### src/hw/rtl/qte_pkg.sv
// shared constants, types and the arctangent table for the quaternion to euler block
package qte_pkg;

   localparam int CORDIC_STEPS    = 16;
   localparam int ANGLE_FRAC_BITS = 7;

   // cordic operand and angle accumulator widths (q30 operands, q30 radians)
   localparam int OPW = 40;
   localparam int ZW  = 35;

   // integer square root: 31 two-bit steps over a 61-bit radicand
   localparam int SQ_STEPS = 31;
   localparam int VW       = 61;
   localparam int RW       = 62;

   // radians to degree field conversion
   localparam int MAGW        = ZW - 1;
   localparam int MW          = MAGW + 10;
   localparam int TW          = MW + ANGLE_FRAC_BITS + 1;
   localparam int UW          = TW - 31;
   localparam int QW          = UW;
   localparam int RECIP_SHIFT = 28;
   localparam int PW          = UW + RECIP_SHIFT;

   localparam logic [RECIP_SHIFT-1:0] RECIP_FIVE = RECIP_SHIFT'(53687091);
   localparam logic [9:0]             DEG_SCALE  = 10'd573;
   localparam logic [TW-1:0]          HALF_DEN   = TW'(64'd5368709120);
   localparam logic signed [ZW-1:0]   PI_Q30     = ZW'(64'sd3373259426);

   localparam int LANE_LAT = CORDIC_STEPS + 4;
   localparam int PIPE_LEN = 34 + LANE_LAT;

   localparam int PITCH_W = 15;
   localparam int ANG_W   = 16;

   localparam int MIDQ_DEPTH = 4;
   localparam int MIDQ_AW    = $clog2(MIDQ_DEPTH);
   localparam int OUTQ_DEPTH = 2;
   localparam int OUTQ_AW    = $clog2(OUTQ_DEPTH);

   typedef struct packed {
      logic signed [31:0] w;
      logic signed [31:0] x;
      logic signed [31:0] y;
      logic signed [31:0] z;
   } quat_type;

   typedef struct packed {
      logic signed [PITCH_W-1:0] pitch;
      logic signed [ANG_W-1:0]   roll;
      logic signed [ANG_W-1:0]   yaw;
      logic                      clamped;
   } result_type;

   // atan(2^-i) in q30 radians, rounded to nearest
   function automatic logic [31:0] atan_entry(input int idx);
      logic [31:0] r;
      case (idx)
         0:  r = 32'd843314857;
         1:  r = 32'd497837829;
         2:  r = 32'd263043837;
         3:  r = 32'd133525159;
         4:  r = 32'd67021687;
         5:  r = 32'd33543516;
         6:  r = 32'd16775851;
         7:  r = 32'd8388437;
         8:  r = 32'd4194283;
         9:  r = 32'd2097149;
         10: r = 32'd1048576;
         11: r = 32'd524288;
         12: r = 32'd262144;
         13: r = 32'd131072;
         14: r = 32'd65536;
         15: r = 32'd32768;
         16: r = 32'd16384;
         17: r = 32'd8192;
         18: r = 32'd4096;
         19: r = 32'd2048;
         20: r = 32'd1024;
         21: r = 32'd512;
         22: r = 32'd256;
         23: r = 32'd128;
         24: r = 32'd64;
         25: r = 32'd32;
         26: r = 32'd16;
         27: r = 32'd8;
         28: r = 32'd4;
         29: r = 32'd2;
         default: r = 32'd0;
      endcase
      return r;
   endfunction

endpackage

### src/hw/rtl/qte_front.sv
// front end: takes quaternion transactions, drops empty samples, queues the rest
module qte_front import qte_pkg::*; (
   input  logic               clock,
   input  logic               reset,
   input  logic               push,
   output logic               full,
   input  logic signed [31:0] req_q_w,
   input  logic signed [31:0] req_q_x,
   input  logic signed [31:0] req_q_y,
   input  logic signed [31:0] req_q_z,
   input  logic               req_quat_present,
   output logic               q_valid,
   output quat_type           quat,
   input  logic               q_take
);

   quat_type                 mem_ff [0:MIDQ_DEPTH-1];
   logic [MIDQ_AW-1:0]       wr_ptr_ff, wr_ptr_in;
   logic [MIDQ_AW-1:0]       rd_ptr_ff, rd_ptr_in;
   logic [MIDQ_AW:0]         cnt_ff, cnt_in;
   logic                     wr;
   logic                     rd;

   assign full    = (cnt_ff == (MIDQ_AW+1)'(MIDQ_DEPTH));
   assign q_valid = (cnt_ff != '0);
   assign quat    = mem_ff[rd_ptr_ff];

   // a sample without a quaternion is accepted and dropped here
   assign wr = push && !full && req_quat_present;
   assign rd = q_take && q_valid;

   always_comb begin
      wr_ptr_in = wr ? wr_ptr_ff + 1'b1 : wr_ptr_ff;
      rd_ptr_in = rd ? rd_ptr_ff + 1'b1 : rd_ptr_ff;
      cnt_in    = cnt_ff + (MIDQ_AW+1)'(wr) - (MIDQ_AW+1)'(rd);
   end

   always_ff @(posedge clock) begin
      if (reset) begin
         wr_ptr_ff <= '0;
         rd_ptr_ff <= '0;
         cnt_ff    <= '0;
      end else begin
         wr_ptr_ff <= wr_ptr_in;
         rd_ptr_ff <= rd_ptr_in;
         cnt_ff    <= cnt_in;
      end
   end

   always_ff @(posedge clock) begin
      if (wr) begin
         mem_ff[wr_ptr_ff] <= '{w: req_q_w, x: req_q_x, y: req_q_y, z: req_q_z};
      end
   end

endmodule

### config.mk
export PLATFORM = sky130hd
export DESIGN_NAME = qte_front
export DESIGN_NICKNAME = d
export VERILOG_FILES = /design/src/hw/rtl/qte_pkg.sv /design/src/hw/rtl/qte_front.sv
export SDC_FILE = /design/constraint.sdc
export NUM_CORES = 1
export LEC_CHECK = 0
export ABC_AREA = 1
export ABC_CLOCK_PERIOD_IN_PS = 9000
export BUFFER_PORTS_ARGS = -buffer_cell sky130_fd_sc_hd__buf_2
export CAP_MARGIN = 40
export CORE_MARGIN = 1.5
export CORE_UTILIZATION = 40
export CTS_CLUSTER_SIZE = 16
export DETAILED_ROUTE_END_ITERATION = 10
export GPL_ROUTABILITY_DRIVEN = 0
export SLEW_MARGIN = 0
export SYNTH_ARGS = -nofsm -noshare
export SYNTH_HDL_FRONTEND = slang
export SYNTH_SLANG_ARGS = --single-unit
### constraint.sdc
create_clock -name clock -period 9 [get_ports clock]
set_input_delay 0.45 -clock clock [delete_from_list [all_inputs] [get_ports clock]]
set_output_delay 0.45 -clock clock [all_outputs]
set_load 0.01 [all_outputs]
==> Word level (Yosys, flattened, before mapping) <==
Memory sizes are Yosys's and may differ from the RTL's. A register that Yosys moved wholly into a read port is not among the register bits.
Index checks and enable logic that the tools add are counted.
{ "word_totals": {"word_cells": 18, "memories": 1, "reg_bits": 7, "input_bits": 133, "ramBits": 512} }
{ "memory_table": {"columns": ["name", "words", "width", "rd", "rd_ports_with_merged_regs", "write_ports", "line_no", "source"], "rows": [
  ["mem_ff", 4, 128, 1, 1, 1, "qte_front.sv:17", "quat_type mem_ff [0:MIDQ_DEPTH-1];"]
]} }
{ "op_classes": {"n_eq_ne": 1, "n_addsub": 4, "reduce_logical": 5, "n_mux": 4} }
{ "op_table": {"columns": ["operator", "n"], "rows": [
  ["2-bit by 1-bit adder with 2-bit output, second input constant", 2],
  ["2-bit 2-to-1 mux", 2],
  ["3-bit by 1-bit adder with 3-bit output", 1],
  ["3-bit equality test, second input constant", 1],
  ["1-bit logical AND", 3],
  ["3-bit nonzero test", 1],
  ["3-bit by 1-bit subtractor with 3-bit output", 1],
  ["1-bit 2-to-1 mux", 2],
  ["1-bit logical NOT", 1]
]} }

==> Longest topological paths before layout <==
{ "depth": {"ltp_word": 6, "mapped_depth": 12, "mapped_depth_nobuf": 12} }

==> Least setup slack after synthesis <==
No wires, ideal clock.
{ "synth_path": {"path_kind": "input-to-reg", "startpoint": "in req_quat_present", "endpoint": "mem mem_ff[0][0] in the netlist's numbering, enable pin", "t_required_ns": 8.383, "arrival_ns": 6.037, "setup_slack_ns": 2.345, "setup_ns": 0.617, "stages": 4, "path_cell_list": "nand2_1 -> inv_1 -> nand2_1 -> nor2_1"} }
{ "synth_between": {"elab_chain_cells": 3} }
{ "synth_rtl": {"columns": ["item", "line_no", "source"], "rows": [
  ["from (decl)", "qte_front.sv:11", "input logic req_quat_present,"],
  ["1-bit logical AND", "qte_front.sv:29", "assign wr = push && !full && req_quat_present;"],
  ["1-bit 2-to-1 mux", "qte_front.sv:51", "if (wr) begin"],
  ["1-bit 2-to-1 mux (implied by the code)", "qte_front.sv:52", "mem_ff[wr_ptr_ff] <= '{w: req_q_w, x: req_q_x, y: req_q_y, z: req_q_z};"],
  ["to (decl)", "qte_front.sv:17", null]
]} }
Every way passes these cells.

==> flow_summary.rst <==
.. list-table::
   :header-rows: 1

   * - Metric
     - Value
   * - Post-layout minimum cycle time
     - 3.64 ns
   * - Worst path bufs/invs
     - 3
   * - Total nets after synthesis
     - 1447
   * - Fillers
     - 4259
   * - Slowest-stage cell, CP
     - sky130_fd_sc_hd__buf_4
   * - Vias after detailed routing
     - 11500
   * - Placed instance count
     - 2170
   * - Sink of the worst hold path
     - mem_ff[0][22]
   * - Avg Cell Area, Syn
     - 15.2 um2
   * - Switching Power
     - 1.78 mW
   * - Hold path start
     - req_q_z[22]
   * - DRC Markers
     - 0
   * - Number of warnings reported in the yosys synthesis log
     - 0
   * - Remaining antenna violation count
     - 0
   * - Worst reg2reg path endpoint
     - mem_ff[1][104]
   * - GR met2 Demand/Resource
     - 27.9%
   * - Hold WS
     - 0.0754 ns
   * - Register bit count reported by yosys
     - 521
   * - CTS tree
     - built
   * - Starting density of the core
     - 40.5%
   * - Number of global-route vias before repair
     - 11100
   * - Most Crowded Layer GR
     - met2
   * - Internal reg-to-reg setup slack
     - 5.77 ns
   * - Hold Path Stages
     - 1
   * - Global routing met3 resource utilization
     - 4.84%
   * - Sum Neg Setup Slack
     - 0 ns
   * - Share of the clock period used by the worst path
     - 40.5%
   * - Sequential area share after synthesis
     - 78.5%
   * - Global-route wire length before repair
     - 66700 um
   * - Clock slew at the register clock pins of the worst setup and hold paths
     - 0.06 ns
   * - Netlist Area Pre-Place
     - 19800 um2
   * - Status
     - completed
   * - Required time reported for the critical path endpoint
     - 8.55 ns
   * - Source-to-sink clock delay at the later pin of the worst-skew pair
     - 0.58 ns
   * - Worst setup path class
     - flip-flop to output pin
   * - Die outline area
     - 50900 um2
   * - Cell-by-cell trace of the critical path
     - inv_4, buf_4, o21ai_0, o22ai_1, buf_2
   * - Final hold violation count
     - 0
   * - CP Capture Type
     - output pin
   * - Count of flip-flops with a built-in enable after synthesis
     - 512
   * - Portion of total power attributed to sequential cells
     - 45.8%
   * - Reg2reg start
     - cnt_ff[1]
   * - Final wirelength
     - 44600 um
   * - Multi-input combinational cell area
     - 3640 um2
   * - CTS root buf
     - sky130_fd_sc_hd__clkbuf_16
   * - Leakage power
     - 8.01 nW
   * - Num CTS Buffers
     - 53
   * - Path category of the worst min-delay check
     - input pin to flip-flop
   * - Area grow syn2layout
     - 18.2%
   * - Depth of the most critical reg-to-reg path
     - 7
   * - Setup repair after global routing missed its margin
     - no
   * - Maximum clock frequency
     - 0.275 GHz
   * - Clock H-tree levels
     - 2
   * - Number of standard-cell rows in the floorplan
     - 81
   * - Post-synthesis cell count
     - 1307
   * - Filler-free cell count of the finished design
     - 2273
   * - Async set-reset flop share out of synthesis
     - 0%
   * - Cts repair resizes
     - 0
   * - TritonCTS Sinks
     - 521
   * - Initial antenna violation count
     - 15
   * - Slew at the pin closest to its max-slew limit
     - 1.06 ns
   * - Critical Path Fanout Max
     - 68
   * - Most used flip-flop cell after synthesis
     - sky130_fd_sc_hd__edfxtp_1
   * - Distinct cells, synth
     - 23
   * - Relative contribution of the clock network to total power
     - 33.3%
   * - Hold Buf Count CTS
     - 0
   * - Average detailed-routed wire length per instance
     - 19.6 um
   * - Number of port buffers
     - 262
   * - Pwr per Cell Area
     - 265 nW/um2
   * - Setup violation total in the final timing report
     - 0
   * - Number of detailed-routing iterations run before antenna repair
     - 5
   * - Cell family contributing the most delay on the critical path
     - buffers and inverters
   * - Sequential cell area
     - 15600 um2
   * - Final-stage net count
     - 1701
   * - Final worst clock skew
     - 0.0169 ns
   * - Fraction of layout instances using a drive strength above 1
     - 26.8%
   * - Post-detailed-placement half-perimeter wirelength
     - 25800 um
   * - Met1 track utilization from global routing
     - 22.7%
   * - Post-CTS setup buffer count
     - 0
   * - Largest net degree at the start of global routing
     - 219
   * - Area of the core
     - 49000 um2
   * - Arr. time, crit path
     - 3.19 ns
   * - Delay contributed by the slowest stage of the critical path
     - 0.75 ns
   * - Chip Height
     - 226 um
   * - Switching share of power
     - 28.7%
   * - Internal Power
     - 4.42 mW
   * - Normalized max-slew margin
     - 29.3%
   * - Max Root-Sink Buffers
     - 3
   * - Die W
     - 226 um
   * - Ports
     - 263
   * - Maximum vdd drop
     - 0.203 mV
   * - Via/cell ratio
     - 5.07
   * - Final core area utilization
     - 47.8%
   * - Overflow after GRT
     - 0
   * - 1st-iter DRT viols
     - 730
   * - Max-capacitance violation count
     - 0
   * - Portion of total power attributed to combinational logic
     - 20.9%
   * - CP Launch Type
     - flip-flop
   * - Global routing usage summed across all routing layers
     - 17.3%
   * - Final number of max-transition violations
     - 0
[state kept, by name (all words and copies together) (netlist names), named ones only]
register   flops
wr_ptr_ff      2
rd_ptr_ff      2
cnt_ff         3
mem_ff       512
[cell usage after synthesis (6+ instances only)]
library cell               number  area, um2
sky130_fd_sc_hd__edfxtp_1     512      15400
sky130_fd_sc_hd__nor2_1       238        893
sky130_fd_sc_hd__o21ai_0      144        721
sky130_fd_sc_hd__o21ai_1      112        561
sky130_fd_sc_hd__o22ai_1       88        551
sky130_fd_sc_hd__o22ai_2       40        500
sky130_fd_sc_hd__clkbuf_1      35        131
sky130_fd_sc_hd__nor2_2        30        188
sky130_fd_sc_hd__buf_6         17        191
sky130_fd_sc_hd__nand2_1       17       63.8
sky130_fd_sc_hd__buf_2         16       80.1
sky130_fd_sc_hd__inv_1         16       60.1
sky130_fd_sc_hd__buf_4          9       67.6
sky130_fd_sc_hd__dfxtp_1        9        180
sky130_fd_sc_hd__ha_1           6       75.1
[area by class of cell]
cell class	count	area share (%)
well taps	664	3.55
clock inverters	21	0.780
repair buffers	283	7.06
inverters	19	0.347
diodes	10	0.107
multi-input cells	683	15.5
clock buffers	72	6.15
flip-flops and latches	521	66.5
[worst reg2reg max path, cell delays in order (launching register included)]
cell and delay (ns):
sky130_fd_sc_hd__dfxtp_1 0.40, sky130_fd_sc_hd__nor2_1 0.08, sky130_fd_sc_hd__nand2_1 0.11, sky130_fd_sc_hd__nand2_1 0.29, sky130_fd_sc_hd__nor2_4 0.41, sky130_fd_sc_hd__buf_4 0.69
sky130_fd_sc_hd__buf_4 0.58, sky130_fd_sc_hd__buf_16 0.30
[routing by layer]
metal,part of all wire [%],vias to the layer above
li1,-,5452
met1,43,5700
met2,48,300
met3,6.6,69
met4,2.1,10
met5,0.16,-
[power groups by stage]
stage	combinational (mW)	clock [mW]	sequential, mW
after global placement	1.29	0	2.89
after global routing	1.44	2.21	2.85
after CTS	1.33	2.12	2.84
after floorplan	0.867	0	2.88
after detailed placement	1.33	0	2.89
final	1.30	2.07	2.84
[cells by family after synthesis]
group                      Yosys count  share of synthesized area [%]
AOI/OAI and AO/OA                  387                           11.8
adders and majority gates            7                          0.480
buffers and inverters              103                           3.27
DFF                                521                           78.5
and+or+nand+nor                    289                           5.88
[worst max path at each step]
stage | from | to | slack [ns] | cells after the start
after floorplan | req_quat_present | mem_ff[0][0] | 2.35 | 4
after global placement | req_quat_present | mem_ff[1][105] | 5.47 | 7
after detailed placement | req_quat_present | mem_ff[1][107] | 5.61 | 8
after CTS | flip-flop | quat[126] | 5.15 | 5
after global routing | flip-flop | quat[126] | 5.06 | 5
final | flip-flop | quat[126] | 5.36 | 5
[cells in the final DEF, fill, tap and decap left out, types with 2 or more instances in the layout]
cell	Yosys	routed
sky130_fd_sc_hd__nor2_2	30	30
sky130_fd_sc_hd__clkbuf_16	0	55
sky130_fd_sc_hd__ha_1	6	6
sky130_fd_sc_hd__bufinv_16	0	3
sky130_fd_sc_hd__buf_2	16	262
sky130_fd_sc_hd__o22ai_2	40	40
sky130_fd_sc_hd__o21ai_0	144	144
sky130_fd_sc_hd__clkbuf_1	35	17
sky130_fd_sc_hd__buf_12	4	2
sky130_fd_sc_hd__nand3_1	4	4
sky130_fd_sc_hd__a21oi_1	3	3
sky130_fd_sc_hd__dfxtp_1	9	7
sky130_fd_sc_hd__o22ai_1	88	88
sky130_fd_sc_hd__o21ai_1	112	112
sky130_fd_sc_hd__nand2_1	17	17
sky130_fd_sc_hd__clkinv_2	0	5
sky130_fd_sc_hd__edfxtp_1	512	512
sky130_fd_sc_hd__clkinv_4	0	2
sky130_fd_sc_hd__nor2_1	238	234
sky130_fd_sc_hd__dfxtp_4	0	2
sky130_fd_sc_hd__inv_1	16	16
sky130_fd_sc_hd__buf_16	0	8
sky130_fd_sc_hd__nor2_4	0	4
sky130_fd_sc_hd__clkinv_1	0	9
sky130_fd_sc_hd__diode_2	0	10
sky130_fd_sc_hd__buf_4	9	11
[through the flow]
stage               power (mW)  cell area [um2]  setup WS [ns]
floorplan                 3.74            19800           2.35
global placement          4.18            21500           5.47
detailed placement        4.22            21800           5.61
CTS                       6.29            23400           5.15
global route              6.50            23400           5.06
finish                    6.20            23400           5.36
Note: power is estimated with default switching activity, not from simulation.
